`config.mk`:
```
export PLATFORM = sky130hd
export DESIGN_NAME = hse_mul
export DESIGN_NICKNAME = d
export VERILOG_FILES = /design/src/rtl/core/harmony_search_engine_defines.svh /design/src/rtl/core/hse_mul.sv
export SDC_FILE = /design/constraint.sdc
export NUM_CORES = 2
export LEC_CHECK = 0
export ABC_AREA = 1
export BUFFER_PORTS_ARGS = -buffer_cell sky130_fd_sc_hd__buf_2
export CORE_ASPECT_RATIO = 1.75
export CORE_MARGIN = 2
export CORE_UTILIZATION = 37
export CTS_CLUSTER_DIAMETER = 120
export DETAILED_ROUTE_END_ITERATION = 8
export PLACE_DENSITY = 0.5
export SLEW_MARGIN = 20
export SYNTH_ARGS = -nofsm -noshare
export SYNTH_HDL_FRONTEND = slang
export SYNTH_SLANG_ARGS = --single-unit
```
`constraint.sdc`:
```
create_clock -name clk -period 12 [get_ports clk]
set_clock_uncertainty 0.1 [all_clocks]
set_input_delay 0.6 -clock clk [delete_from_list [all_inputs] [get_ports clk]]
set_output_delay 0.6 -clock clk [all_outputs]
set_load 0.05 [all_outputs]
```
`src/rtl/core/harmony_search_engine_defines.svh`:
```
// Assertion macros for the harmony search engine.
// Used by the top level only; no other dependencies.
`ifndef HARMONY_SEARCH_ENGINE_DEFINES_SVH
`define HARMONY_SEARCH_ENGINE_DEFINES_SVH
// assert that a condition implies a consequence on the same edge
`define HSE_ASSERT_IMP(label, cond, cons) \
    label: assert property (@(posedge clk) disable iff (!rst_n) (cond) |-> (cons)) \
        else $error("hse check failed");
// assert that a condition implies a consequence on the next edge
`define HSE_ASSERT_NEXT(label, cond, cons) \
    label: assert property (@(posedge clk) disable iff (!rst_n) (cond) |=> (cons)) \
        else $error("hse check failed");
`endif

```
`src/rtl/core/hse_mul.sv`:
```
// Shared 32x32 unsigned multiplier with registered product.
// No dependencies.
module hse_mul (
    input  logic        clk,
    input  logic [31:0] a,
    input  logic [31:0] b,
    output logic [63:0] p
);
    logic [63:0] p_reg;

    always_ff @(posedge clk)
    begin
        p_reg <= 64'(a) * 64'(b);
    end

    assign p = p_reg;
endmodule

```
==> impl_metrics.json <==
{
  "finalSetupTns_ns": 0,
  "ant_nets": 0,
  "grt.overflow.total": 0,
  "hpwl_um": 97100,
  "syn_area_um2": 37400,
  "grt_use_total_pct": 24.0,
  "start_kind": "input pin",
  "core-area_um2": 100000,
  "final_core_util_pct": 39.2,
  "slowest_delay_ns": 0.70,
  "grt_pass1_wl_um": 188000,
  "clkSlewWorstSetupHoldPaths_ns": 0.06,
  "end_kind": "flop",
  "crit_buf_inv": 7,
  "via_count": 29300,
  "viasPerCell": 4.64,
  "crit_path_top_delay_cell": "buf_2",
  "setup_violations": 0,
  "first_pass_iters": 8,
  "io_buffer_count": 128,
  "cpMostUsedCell": "fa_1",
  "status": "finished, final reports clean",
  "synth_warnings": 0,
  "hold_viol": 0,
  "path_class": "in -> reg",
  "root_buffer": "clkbuf_16",
  "cts_tree": "yes",
  "fin_crit_sh_pct": 61.9,
  "arrival_ns": 7.58,
  "synthCells": 5023,
  "hold_end": "p[0]$_DFF_P_",
  "clock_sinks": 64,
  "cts_hold_buf": 0,
  "layout_common_cells": "inv_1 (1723), nand2_1 (1566), fa_1 (896)",
  "drt_wl_total_um": 119000,
  "dieArea_um2": 104000,
  "synthesis.nets": 6247,
  "slew_headroom_pct": 27.3,
  "die_y_um": 425,
  "tightest_slew_ns": 1.09,
  "gp_congestion": 0.915,
  "grt_pass1_vias": 33100,
  "numCtsBuffers": 9,
  "ctsResizeCount": 0,
  "wire_per_inst_um": 18.8,
  "preCtsSetupSlack_ns": 4.23,
  "worst_ep_required_time_ns": 12.15,
  "grt_start_max_net_pins": 33,
  "seq_area_frac_synth_pct": 3.43,
  "hp-class": "in -> reg",
  "fp.dieW_um": 244,
  "synth-seq-cells": 64,
  "cp_top_family": "adder cells",
  "drc_errors": 0,
  "area_growth_pct": 5.32,
  "cp_cell_sequence": "buf_2, nand2_1, fa_1, inv_1, fa_1, inv_1, fa_1, inv_1, fa_1, fa_1, inv_1, fa_1, fa_1, fa_1, inv_1, ha_1, nand2_1, inv_1, a21oi_1, o21bai_1, a21oi_1, nand3_1, nand2_1, nand2_1",
  "path_max_fanout": 32,
  "clock.fmax_mhz": 135,
  "post-cts-setup-buffers": 0,
  "hp-start": "b[0]",
  "clockBufferDepth": 2,
  "antenna_found_initial": 3,
  "start_util_pct": 37.3,
  "nFillCells": 10600,
  "layout_setup_ws_ns": 4.57,
  "num_rows": 154,
  "drive_above_1_share_pct": 4.43,
  "avgSynthCellArea_um2": 7.45,
  "io_pins": 129,
  "drtIter0Drc": 1548,
  "maxSlewViolCount": 0,
  "h-tree-depth": 3,
  "final_common_cell": "inv_1",
  "period_needed_ns": 7.43,
  "hold_slack_ns": 0.673,
  "rsz0062_at_grt": "false",
  "synth.distinct_cells": 23,
  "num-nets-final": 6210,
  "cap_viol_max_count": 0,
  "worstHoldPathCells": 4,
  "largest_reg_flops": 64
}
[Yosys cell counts]
| master | count | area share, % |
|---|---|---|
| o21bai_2 | 1 | 0.030 |
| nand2_2 | 15 | 0.25 |
| inv_2 | 12 | 0.12 |
| fa_1 | 896 | 48 |
| nor2_1 | 81 | 0.81 |
| nand4_1 | 16 | 0.27 |
| nor3_2 | 6 | 0.16 |
| ha_1 | 263 | 8.8 |
| nand3_1 | 56 | 0.75 |
| nor3_4 | 1 | 0.044 |
| clkbuf_1 | 192 | 1.9 |
| nor3_1 | 11 | 0.15 |
| nand2_1 | 1566 | 16 |
| dfxtp_1 | 64 | 3.4 |
| nor2_4 | 6 | 0.18 |
| nor2_2 | 14 | 0.23 |
| nand3_2 | 9 | 0.24 |
| o21ai_0 | 2 | 0.027 |
| xor2_1 | 33 | 0.77 |
| a21oi_1 | 43 | 0.58 |
| inv_1 | 1723 | 17 |
| xnor2_1 | 2 | 0.047 |
| o21bai_1 | 11 | 0.22 |
[per-layer routing]
metal  up-vias  track usage, %  share of wire [%]
li1      13500               -                  -
met1     14800            27.1                 37
met2       721            45.9                 54
met3       236            1.55                3.4
met4         2            10.7                5.3
met5         -               0              0.013
[logic make-up (layout without fill, tap and decap cells)]
| group | after synthesis | after routing | share of synthesized area (%) |
|---|---|---|---|
| xor gates and xnor gates | 35 | 35 | 0.820 |
| other | 0 | 1 | 0 |
| DFF | 64 | 64 | 3.43 |
| and+or+nand+nor | 1781 | 1781 | 18.8 |
| buffers and inverters | 1927 | 1894 | 19.3 |
| adders and majority gates | 1159 | 1159 | 56.8 |
| AOI/OAI and AO/OA | 57 | 57 | 0.853 |
[cell type report]
cell class | instances | area, µm² | share of cell area [%]
Clock buffer | 12 | 246 | 0.626
Timing Repair Buffer | 144 | 761 | 1.93
Antenna cell | 1 | 2.50 | 0.00635
Sequential cell | 64 | 1280 | 3.25
Clock inverter | 3 | 42.5 | 0.108
Multi-Input combinational cell | 3032 | 28900 | 73.3
Inverter | 1735 | 6510 | 16.5
Tap cell | 1326 | 1660 | 4.21
[metrics by stage]
step | cells | area (µm²)
after floorplan | 5023 | 37400
after global placement | 6301 | 39100
after detailed placement | 6301 | 39100
after CTS | 6316 | 39400
after global routing | 6317 | 39400
final | 6317 | 39400
[worst max path at each step]
stage                         end  depth (start not counted)   from
floorplan           p[60]$_DFF_P_                         26  a[25]
global placement    p[60]$_DFF_P_                         26   b[8]
detailed placement  p[60]$_DFF_P_                         26   b[8]
CTS                 p[60]$_DFF_P_                         26   b[8]
global route        p[60]$_DFF_P_                         26   b[8]
finish              p[48]$_DFF_P_                         24   b[8]
Power is not shown: default switching activity piles up to over one toggle a cycle in this logic, so the estimate is an artifact.
